==> src/design/gmr_pkg.sv <==
package gmr_pkg;

   // Largest grid that the block can hold.
   localparam int MAX_ROWS   = 16;
   localparam int MAX_COLS   = 16;
   localparam int CELL_COUNT = MAX_ROWS * MAX_COLS;

   // Index widths follow from the grid limits.
   localparam int ROW_W  = (MAX_ROWS > 1) ? $clog2(MAX_ROWS) : 1;
   localparam int COL_W  = (MAX_COLS > 1) ? $clog2(MAX_COLS) : 1;
   localparam int NR_W   = $clog2(MAX_ROWS + 1);
   localparam int NC_W   = $clog2(MAX_COLS + 1);
   localparam int ADDR_W = $clog2(CELL_COUNT);
   localparam int CNT_W  = $clog2(CELL_COUNT + 1);

   // Fixed register field widths.
   localparam int DIM_W      = 5;
   localparam int POS_W      = 4;
   localparam int CSR_IDX_W  = 3;
   localparam int CSR_DATA_W = 5;

   typedef logic [ROW_W-1:0]  row_type;
   typedef logic [COL_W-1:0]  col_type;
   typedef logic [NR_W-1:0]   nr_type;
   typedef logic [NC_W-1:0]   nc_type;
   typedef logic [ADDR_W-1:0] addr_type;
   typedef logic [CNT_W-1:0]  cnt_type;
   typedef logic [DIM_W-1:0]  dim_type;
   typedef logic [POS_W-1:0]  pos_type;

   // One stack entry: the grid position of a cell.
   typedef struct packed {
      row_type row;
      col_type col;
   } cell_type;

   typedef enum logic [CSR_IDX_W-1:0] {
      REG_ROWS      = 3'd0,
      REG_COLS      = 3'd1,
      REG_START_ROW = 3'd2,
      REG_START_COL = 3'd3,
      REG_DEST_ROW  = 3'd4,
      REG_DEST_COL  = 3'd5
   } csr_reg_type;

   localparam dim_type RST_ROWS      = 5'd6;
   localparam dim_type RST_COLS      = 5'd6;
   localparam pos_type RST_START_ROW = 4'd0;
   localparam pos_type RST_START_COL = 4'd0;
   localparam pos_type RST_DEST_ROW  = 4'd5;
   localparam pos_type RST_DEST_COL  = 4'd5;

endpackage

==> src/design/gmr_ifs.sv <==
interface gmr_req_if;
   logic valid;
   logic ready;
   logic cell_value;
   logic last_cell;

   modport source (output valid, output cell_value, output last_cell, input ready);
   modport sink (input valid, input cell_value, input last_cell, output ready);
endinterface

interface gmr_rsp_if;
   logic valid;
   logic ready;
   logic reachable;

   modport source (output valid, output reachable, input ready);
   modport sink (input valid, input reachable, output ready);
endinterface

interface gmr_csr_if;
   logic                             valid;
   logic                             ready;
   logic [gmr_pkg::CSR_IDX_W-1:0]    index;
   logic [gmr_pkg::CSR_DATA_W-1:0]   data;

   modport source (output valid, output index, output data, input ready);
   modport sink (input valid, input index, input data, output ready);
endinterface

==> src/design/grid_maze_reachability_core.sv <==
// Channel   Direction  Payload                     Transfer when
// req_if    in         cell_value, last_cell       valid && ready
// rsp_if    out        reachable                   valid && ready
// csr_if    in         index (3 b), data (5 b)     valid && ready (ready is always high)
//
// Loading accepts one cell per cycle while req_if is ready, which is whenever no search is running.
// A last-cell transfer starts a search: a sweep first clears the visited flags of all
// rows*cols cells, then cells are popped from the stack until it runs empty or the
// destination turns up; each popped cell costs one stack read and four neighbour probes
// through the single read port of the cell memory.
// Reset is synchronous and active high; it restores the register defaults and the
// control state, but leaves the memories untouched.
// A stalled response holds in its output register; loading of the next grid carries
// on meanwhile, and a further search waits only at its end for the register to free.

module grid_maze_reachability_core (
   input logic         clock,
   input logic         reset,
   gmr_req_if.sink     req_if,
   gmr_rsp_if.source   rsp_if,
   gmr_csr_if.sink     csr_if
);

   // Search sequencer. Every state is one-hot coded.
   typedef enum logic [7:0] {
      S_LOAD    = 8'b0000_0001,
      S_CLEAR   = 8'b0000_0010,
      S_START   = 8'b0000_0100,
      S_SEED    = 8'b0000_1000,
      S_POP     = 8'b0001_0000,
      S_POPWAIT = 8'b0010_0000,
      S_EXPAND  = 8'b0100_0000,
      S_DONE    = 8'b1000_0000
   } state_type;

   typedef logic [2:0] step_type;
   localparam step_type STEP_RIGHT = 3'd0;
   localparam step_type STEP_LEFT  = 3'd1;
   localparam step_type STEP_DOWN  = 3'd2;
   localparam step_type STEP_UP    = 3'd3;
   localparam step_type STEP_LAST  = 3'd4;

   // One entry of the cell memory: the wall bit and the visited flag of a cell.
   typedef struct packed {
      logic wall;
      logic seen;
   } entry_type;

   // Configuration registers.
   gmr_pkg::dim_type rows_ff, cols_ff;
   gmr_pkg::pos_type start_row_ff, start_col_ff, dest_row_ff, dest_col_ff;

   always_ff @(posedge clock) begin
      if (reset) begin
         rows_ff      <= gmr_pkg::RST_ROWS;
         cols_ff      <= gmr_pkg::RST_COLS;
         start_row_ff <= gmr_pkg::RST_START_ROW;
         start_col_ff <= gmr_pkg::RST_START_COL;
         dest_row_ff  <= gmr_pkg::RST_DEST_ROW;
         dest_col_ff  <= gmr_pkg::RST_DEST_COL;
      end else if (csr_if.valid) begin
         case (csr_if.index)
            gmr_pkg::REG_ROWS:      rows_ff      <= csr_if.data[gmr_pkg::DIM_W-1:0];
            gmr_pkg::REG_COLS:      cols_ff      <= csr_if.data[gmr_pkg::DIM_W-1:0];
            gmr_pkg::REG_START_ROW: start_row_ff <= csr_if.data[gmr_pkg::POS_W-1:0];
            gmr_pkg::REG_START_COL: start_col_ff <= csr_if.data[gmr_pkg::POS_W-1:0];
            gmr_pkg::REG_DEST_ROW:  dest_row_ff  <= csr_if.data[gmr_pkg::POS_W-1:0];
            gmr_pkg::REG_DEST_COL:  dest_col_ff  <= csr_if.data[gmr_pkg::POS_W-1:0];
            default: ;
         endcase
      end
   end

   assign csr_if.ready = 1'b1;

   // Effective grid size: dimensions above the limit are clipped to it.
   gmr_pkg::nr_type nr;
   gmr_pkg::nc_type nc;
   logic [gmr_pkg::NR_W+gmr_pkg::NC_W-1:0] total_full;
   gmr_pkg::cnt_type total;

   always_comb begin
      nr = (32'(rows_ff) > gmr_pkg::MAX_ROWS) ? gmr_pkg::nr_type'(gmr_pkg::MAX_ROWS)
                                              : gmr_pkg::nr_type'(rows_ff);
      nc = (32'(cols_ff) > gmr_pkg::MAX_COLS) ? gmr_pkg::nc_type'(gmr_pkg::MAX_COLS)
                                              : gmr_pkg::nc_type'(cols_ff);
   end

   assign total_full = nr * nc;
   assign total      = gmr_pkg::cnt_type'(total_full);

   // Control and payload registers.
   state_type          state_ff, state_in;
   gmr_pkg::cnt_type   load_idx_ff, load_idx_in;
   gmr_pkg::cnt_type   clr_ff, clr_in;
   gmr_pkg::cnt_type   sp_ff, sp_in;
   step_type           step_ff, step_in;
   gmr_pkg::cell_type  cur_ff, cur_in;
   logic               result_ff, result_in;
   logic               rsp_valid_ff, rsp_valid_in;
   logic               rsp_reach_ff, rsp_reach_in;

   // Probe pipeline: a neighbour address is issued to the cell memory, and judged against
   // the returned wall and visited bits in the next cycle.
   logic               probe_vld_ff, probe_vld_in;
   gmr_pkg::cell_type  probe_ff, probe_in;
   gmr_pkg::addr_type  probe_addr_ff;
   logic [gmr_pkg::ROW_W+gmr_pkg::NC_W-1:0] probe_addr_full;
   gmr_pkg::addr_type  probe_addr;

   entry_type          cell_rd_ff;
   gmr_pkg::cell_type  stack_rd_ff;

   logic               req_fire;
   logic               grid_we;
   logic               push;
   logic               vis_we;
   logic               vis_wdata;
   gmr_pkg::addr_type  vis_waddr;
   gmr_pkg::cnt_type   sp_dec;
   logic               slot_free;
   logic               start_ok;
   logic               dest_hit;

   assign req_fire  = req_if.valid && req_if.ready;
   assign req_if.ready = (state_ff == S_LOAD);
   assign grid_we   = req_fire && (32'(load_idx_ff) < 32'(total));
   assign push      = probe_vld_ff && !cell_rd_ff.wall && !cell_rd_ff.seen;
   assign sp_dec    = sp_ff - gmr_pkg::cnt_type'(1);
   assign slot_free = !rsp_valid_ff || rsp_if.ready;

   assign start_ok = (32'(start_row_ff) < 32'(nr)) && (32'(start_col_ff) < 32'(nc));
   assign dest_hit = (32'(stack_rd_ff.row) == 32'(dest_row_ff)) &&
                     (32'(stack_rd_ff.col) == 32'(dest_col_ff));

   // Neighbour selection, in the order right, left, down, up. A neighbour that
   // falls outside the grid is simply not probed.
   always_comb begin
      probe_vld_in = 1'b0;
      probe_in     = cur_ff;
      if (state_ff == S_START) begin
         probe_vld_in = start_ok;
         probe_in.row = gmr_pkg::row_type'(start_row_ff);
         probe_in.col = gmr_pkg::col_type'(start_col_ff);
      end else if (state_ff == S_EXPAND) begin
         case (step_ff)
            STEP_RIGHT: begin
               probe_vld_in = (32'(cur_ff.col) + 32'd1) < 32'(nc);
               probe_in.col = cur_ff.col + gmr_pkg::col_type'(1);
            end
            STEP_LEFT: begin
               probe_vld_in = (cur_ff.col != '0);
               probe_in.col = cur_ff.col - gmr_pkg::col_type'(1);
            end
            STEP_DOWN: begin
               probe_vld_in = (32'(cur_ff.row) + 32'd1) < 32'(nr);
               probe_in.row = cur_ff.row + gmr_pkg::row_type'(1);
            end
            STEP_UP: begin
               probe_vld_in = (cur_ff.row != '0);
               probe_in.row = cur_ff.row - gmr_pkg::row_type'(1);
            end
            default: ;
         endcase
      end
   end

   // Row-major address of the probed cell.
   assign probe_addr_full = probe_in.row * nc + probe_in.col;
   assign probe_addr      = gmr_pkg::addr_type'(probe_addr_full);

   // The visited flags are swept to zero before a search and set on each push.
   always_comb begin
      vis_we    = 1'b0;
      vis_wdata = 1'b0;
      vis_waddr = probe_addr_ff;
      if (state_ff == S_CLEAR) begin
         vis_we    = (clr_ff < total);
         vis_waddr = clr_ff[gmr_pkg::ADDR_W-1:0];
      end else if (push) begin
         vis_we    = 1'b1;
         vis_wdata = 1'b1;
      end
   end

   // Two memories, both read every cycle with registered data. The cell memory holds
   // the wall bit and the visited flag of every cell and is written one bit at a time:
   // wall bits only while loading, flags only during a search, so the two writes never
   // meet. The four probes of one expansion are distinct cells, so a flag write never
   // meets a read of the same entry in the same cycle, and a stack push always
   // completes before the next pop reads.
   entry_type         cell_mem  [gmr_pkg::CELL_COUNT];
   gmr_pkg::cell_type stack_mem [gmr_pkg::CELL_COUNT];

   always_ff @(posedge clock) begin
      if (grid_we) begin
         cell_mem[load_idx_ff[gmr_pkg::ADDR_W-1:0]].wall <= req_if.cell_value;
      end else if (vis_we) begin
         cell_mem[vis_waddr].seen <= vis_wdata;
      end
      cell_rd_ff <= cell_mem[probe_addr];
   end

   always_ff @(posedge clock) begin
      if (push) begin
         stack_mem[sp_ff[gmr_pkg::ADDR_W-1:0]] <= probe_ff;
      end
      stack_rd_ff <= stack_mem[sp_dec[gmr_pkg::ADDR_W-1:0]];
   end

   // Sequencer.
   always_comb begin
      state_in     = state_ff;
      load_idx_in  = load_idx_ff;
      clr_in       = clr_ff;
      sp_in        = sp_ff;
      step_in      = step_ff;
      cur_in       = cur_ff;
      result_in    = result_ff;
      rsp_valid_in = rsp_valid_ff;
      rsp_reach_in = rsp_reach_ff;

      if (rsp_if.ready) begin
         rsp_valid_in = 1'b0;
      end

      if (req_fire) begin
         if (req_if.last_cell) begin
            load_idx_in = '0;
         end else if (grid_we) begin
            load_idx_in = load_idx_ff + gmr_pkg::cnt_type'(1);
         end
      end

      // A push bumps the stack pointer; it never coincides with a pop.
      if (push) begin
         sp_in = sp_ff + gmr_pkg::cnt_type'(1);
      end

      case (state_ff)
         S_LOAD: begin
            if (req_fire && req_if.last_cell) begin
               clr_in   = '0;
               state_in = S_CLEAR;
            end
         end
         S_CLEAR: begin
            sp_in = '0;
            if (clr_ff < total) begin
               clr_in = clr_ff + gmr_pkg::cnt_type'(1);
            end else begin
               state_in = S_START;
            end
         end
         S_START: begin
            state_in = S_SEED;
         end
         S_SEED: begin
            state_in = S_POP;
         end
         S_POP: begin
            if (sp_ff == '0) begin
               result_in = 1'b0;
               state_in  = S_DONE;
            end else begin
               sp_in    = sp_dec;
               state_in = S_POPWAIT;
            end
         end
         S_POPWAIT: begin
            cur_in = stack_rd_ff;
            if (dest_hit) begin
               result_in = 1'b1;
               state_in  = S_DONE;
            end else begin
               step_in  = STEP_RIGHT;
               state_in = S_EXPAND;
            end
         end
         S_EXPAND: begin
            if (step_ff == STEP_LAST) begin
               state_in = S_POP;
            end else begin
               step_in = step_ff + step_type'(1);
            end
         end
         S_DONE: begin
            if (slot_free) begin
               rsp_valid_in = 1'b1;
               rsp_reach_in = result_ff;
               state_in     = S_LOAD;
            end
         end
         default: begin
            state_in = S_LOAD;
         end
      endcase
   end

   always_ff @(posedge clock) begin
      if (reset) begin
         state_ff     <= S_LOAD;
         load_idx_ff  <= '0;
         clr_ff       <= '0;
         sp_ff        <= '0;
         step_ff      <= STEP_RIGHT;
         probe_vld_ff <= 1'b0;
         rsp_valid_ff <= 1'b0;
      end else begin
         state_ff     <= state_in;
         load_idx_ff  <= load_idx_in;
         clr_ff       <= clr_in;
         sp_ff        <= sp_in;
         step_ff      <= step_in;
         probe_vld_ff <= probe_vld_in;
         rsp_valid_ff <= rsp_valid_in;
      end
   end

   always_ff @(posedge clock) begin
      cur_ff        <= cur_in;
      result_ff     <= result_in;
      rsp_reach_ff  <= rsp_reach_in;
      probe_ff      <= probe_in;
      probe_addr_ff <= probe_addr;
   end

   assign rsp_if.valid     = rsp_valid_ff;
   assign rsp_if.reachable = rsp_reach_ff;

endmodule

==> src/flat_wrapper.sv <==
// flat-port wrapper written by rule: the top's interface ports become plain ports
module grid_maze_reachability_core_flat 
  (clock, reset, req_if_valid, req_if_cell_value, req_if_last_cell, req_if_ready, rsp_if_valid, rsp_if_reachable, rsp_if_ready, csr_if_valid, csr_if_index, csr_if_data, csr_if_ready);
  gmr_req_if req_if_i ();
  gmr_rsp_if rsp_if_i ();
  gmr_csr_if csr_if_i ();
  input logic clock;
  input logic reset;
  input wire logic [$bits(req_if_i.valid)-1:0] req_if_valid;
  input wire logic [$bits(req_if_i.cell_value)-1:0] req_if_cell_value;
  input wire logic [$bits(req_if_i.last_cell)-1:0] req_if_last_cell;
  output wire logic [$bits(req_if_i.ready)-1:0] req_if_ready;
  output wire logic [$bits(rsp_if_i.valid)-1:0] rsp_if_valid;
  output wire logic [$bits(rsp_if_i.reachable)-1:0] rsp_if_reachable;
  input wire logic [$bits(rsp_if_i.ready)-1:0] rsp_if_ready;
  input wire logic [$bits(csr_if_i.valid)-1:0] csr_if_valid;
  input wire logic [$bits(csr_if_i.index)-1:0] csr_if_index;
  input wire logic [$bits(csr_if_i.data)-1:0] csr_if_data;
  output wire logic [$bits(csr_if_i.ready)-1:0] csr_if_ready;
  assign req_if_i.valid = req_if_valid;
  assign req_if_i.cell_value = req_if_cell_value;
  assign req_if_i.last_cell = req_if_last_cell;
  assign req_if_ready = req_if_i.ready;
  assign rsp_if_valid = rsp_if_i.valid;
  assign rsp_if_reachable = rsp_if_i.reachable;
  assign rsp_if_i.ready = rsp_if_ready;
  assign csr_if_i.valid = csr_if_valid;
  assign csr_if_i.index = csr_if_index;
  assign csr_if_i.data = csr_if_data;
  assign csr_if_ready = csr_if_i.ready;
  grid_maze_reachability_core u_core (.clock(clock), .reset(reset), .req_if(req_if_i), .rsp_if(rsp_if_i), .csr_if(csr_if_i));
endmodule
==> config.mk <==
export PLATFORM = sky130hd
export DESIGN_NAME = grid_maze_reachability_core_flat
export DESIGN_NICKNAME = d
export VERILOG_FILES = /design/src/design/gmr_pkg.sv /design/src/design/gmr_ifs.sv /design/src/design/grid_maze_reachability_core.sv /design/src/flat_wrapper.sv
export SDC_FILE = /design/constraint.sdc
export NUM_CORES = 2
export LEC_CHECK = 0
export BUFFER_PORTS_ARGS = -buffer_cell sky130_fd_sc_hd__buf_2
export CORE_MARGIN = 2
export CORE_UTILIZATION = 55
export DETAILED_ROUTE_END_ITERATION = 7
export PLACE_DENSITY = 0.7
export RECOVER_POWER = 25
export SLEW_MARGIN = 0
export SYNTH_ARGS = -nofsm -noshare
export SYNTH_HDL_FRONTEND = slang
export SYNTH_SLANG_ARGS = --single-unit
==> constraint.sdc <==
create_clock -name clock -period 13.9 [get_ports clock]
set_clock_uncertainty 0.05 [all_clocks]
set_input_delay 2.085 -clock clock [delete_from_list [all_inputs] [get_ports clock]]
set_output_delay 2.085 -clock clock [all_outputs]
set_load 0.02 [all_outputs]
==> metrics.yaml <==
status: "finished, violations left"
violations: "capacitance limit, slew limit"
slew_headroom_pct: -205
place_congestion: 0.848
design.die.area_um2: 202000
die_x_um: 449
endpoint_kind: "flop"
rows: 163
setup_viol: 0
min-delay-path-class: "reg2reg"
yosysMostFrequentCell: "edfxtp_1"
synth-main-ff-cell: "edfxtp_1"
globalRouteMet3Util_pct: 4.75
die_h_um: 449
synth_top_area_cell: "edfxtp_1"
fmax_mhz: 129
multi_input_comb_area_um2: 28200
yosys.area_share.simple_pct: 5.39
groute.usage.overall_pct: 25.0
hold_violations: 0
ys_seq_elements: 2662
dp_cells: 7960
grt.met1_usage_pct: 36.1
finalNonFillerCells: 8450
crit_arrival_ns: 8.21
peakVddDrop_mv: 0.144
synth_nets: 5700
dp_hpwl_mm: 144
drive_gt1_share_pct: 23.2
worstPathMaxFanout: 141
drt-total-wl_mm: 251
dr_total_vias: 54400
synthTopCellsByCount: "edfxtp_1, mux4_2, nor2_1, clkbuf_1, nor3_1"
antenna_left: 0
p_per_area_nw_per_um2: 135
io_buffers: 17
max-cap-violations: 17
p_leak_nw: 36.2
period_minus_slack_ns: 7.73
critPathRequiredTime_ns: 14.38
synth_top_family_by_area: "multiplexers"
rsz0062_at_grt: "false"
cts_tree: "built"
cts-resized-gates: 0
yosys_warnings: 0
grt_first_pass_wirelength_mm: 370
vias_per_cell: 6.44
grt-ovfl-total: 0
io_pins: 19
tns_ns: 0
clkTransAtPathRegs_ns: 0.06
synthAdderAreaFrac_pct: 1.27
fin_total_pwr_mw: 16.3
synth_cell_type_count: 84
cts_hold_buf: 0
regArea_um2: 79000
synth_mux_area_share_pct: 16.9
synth_compound_area_share_pct: 1.70
async_reset_ff_share_pct: 0
cts-htree-levels: 5
grt_util_met2_pct: 39.6
wl_per_cell_um: 29.7
startpoint_type: "flop"
syn_inst: 5587
antenna_found_initial: 10
num-fill-cells: 13800
cts_root_buffer: "clkbuf_16"
final_max_slew_viol_count: 1209
cts.sinks: 2662
post-cts-setup-buffer-count: 0
grt_most_used_layer: "met2"
finalCritPeriodShare_pct: 55.6
drc: 0
tightestPinTransition_ns: 4.57
synth-edff-count: 2570
ys_seq_area_share_pct: 72.6
drt_first_iter_violations: 6759
synthTopCellsByArea: "edfxtp_1, mux4_2, nor2_1, dfxtp_1, ha_1"
initial_core_util_pct: 55.3
synth_area_um2: 109000
cts_buffer_depth: 4
crit_type: "reg2reg"
fin_nets: 5722
dr.pass1.iters: 6
synth_top_area_share_pct: 70.9
synth_xor_area_share_pct: 0.446
avgSynthCellArea_um2: 19.5
grt_pass1_vias: 54400
coreArea_um2: 197000
clk_latency_ns: 0.92
cts_buffers: 287
areaGrowthSynthToFinish_pct: 10.4
grt_max_degree: 201
power breakdown:
group / leakage, nW / switching (mW) / total (mW) / internal [mW]
registers: 23.9 / 0.0152 / 8.70 / 8.69
logic: 8.10 / 0.259 / 0.379 / 0.120
clock network: 4.25 / 2.98 / 7.17 / 4.20
total: 36.2 / 3.25 / 16.3 / 13.0
logic make-up after synthesis:
group	count (synthesis)
adder cells (fa/ha/maj)	100
XOR/XNOR	53
multiplexers	850
AO/OA/AOI/OAI	261
flip-flops	2662
AND/OR/NAND/NOR	1228
other	1
buffers and inverters	432
cell type report:
class                   instances  area share, %
flip-flops and latches       2662           65.7
multi-input cells            2493           23.4
inverters                      70          0.219
clock buffers                 357           6.36
repair buffers                 95          0.615
diodes                          3        0.00624
well taps                    2640           2.75
clock inverters               130          0.889
critical path, cell delays in order, from the launching register on:
cell	delay (ns)
dfxtp_1	0.44
nor2b_1	0.39
nand3_1	0.16
fa_1	0.55
fa_1	0.43
fa_1	0.49
inv_1	0.04
ha_1	0.34
a21o_1	0.20
a21oi_1	0.17
xor2_1	0.25
ha_1	0.29
nand4_1	0.08
a211oi_1	0.06
a211oi_1	0.24
maj3_2	0.25
maj3_2	0.22
nand2_2	0.09
nand3_4	0.44
and2_4	0.89
buf_4	1.03
routing by layer:
layer / vias up / wire length [um]
met5: - / 40
met4: 6 / 6810
met3: 411 / 21000
met2: 2456 / 122000
met1: 28700 / 101000
li1: 22800 / -
path summary, 6_finish.rpt:
check	startpoint	to	slack, ns	depth (start not counted)
max reg2reg	u_core.cols_ff[4]	u_core.cell_mem[99][1]	6.17	20
min reg2reg	u_core.stack_rd_ff[2]	u_core.cur_ff[2]	0.41	0
max	u_core.cols_ff[4]	u_core.cell_mem[99][1]	6.17	20
min	u_core.stack_rd_ff[2]	u_core.cur_ff[2]	0.41	0
through the flow:
stage / util, % / hold WS (ns) / instance area, um2 / worst slack, ns
after floorplan: - / 0.350 / 109000 / 1.83
after global placement: 56.6 / 0.393 / 112000 / 6.43
after detailed placement: 56.6 / 0.397 / 112000 / 6.25
after CTS: 61.0 / 0.411 / 120000 / 6.21
after global routing: 61.0 / 0.432 / 120000 / 5.64
final: 61.0 / 0.408 / 120000 / 6.17
placed cells by master, fill, tap and decap left out, types with 60 or more instances in the layout:
master | synthesis | routed
buf_4 | 5 | 62
clkbuf_1 | 213 | 66
clkbuf_16 | 0 | 293
clkinv_1 | 0 | 60
dfxtp_1 | 92 | 91
edfxtp_1 | 2570 | 2570
ha_1 | 80 | 77
inv_1 | 69 | 69
mux4_2 | 786 | 786
nand2_1 | 131 | 118
nor2_1 | 618 | 613
nor3_1 | 194 | 194
nor4_1 | 81 | 81
registers in the layout, summed over array words and instances (netlist names), 4 cells and up:
signal / flops
u_core.dest_row_ff: 4
u_core.start_row_ff: 4
u_core.dest_col_ff: 4
u_core.rows_ff: 5
u_core.state_ff: 8
u_core.sp_ff: 9
u_core.stack_mem: 2048
u_core.stack_rd_ff: 8
u_core.cur_ff: 8
u_core.cell_mem: 512
u_core.cols_ff: 5
u_core.start_col_ff: 4
u_core.clr_ff: 9
u_core.probe_addr_ff: 8
u_core.probe_ff: 8
u_core.load_idx_ff: 9
Power figures use the tool's default switching activity.
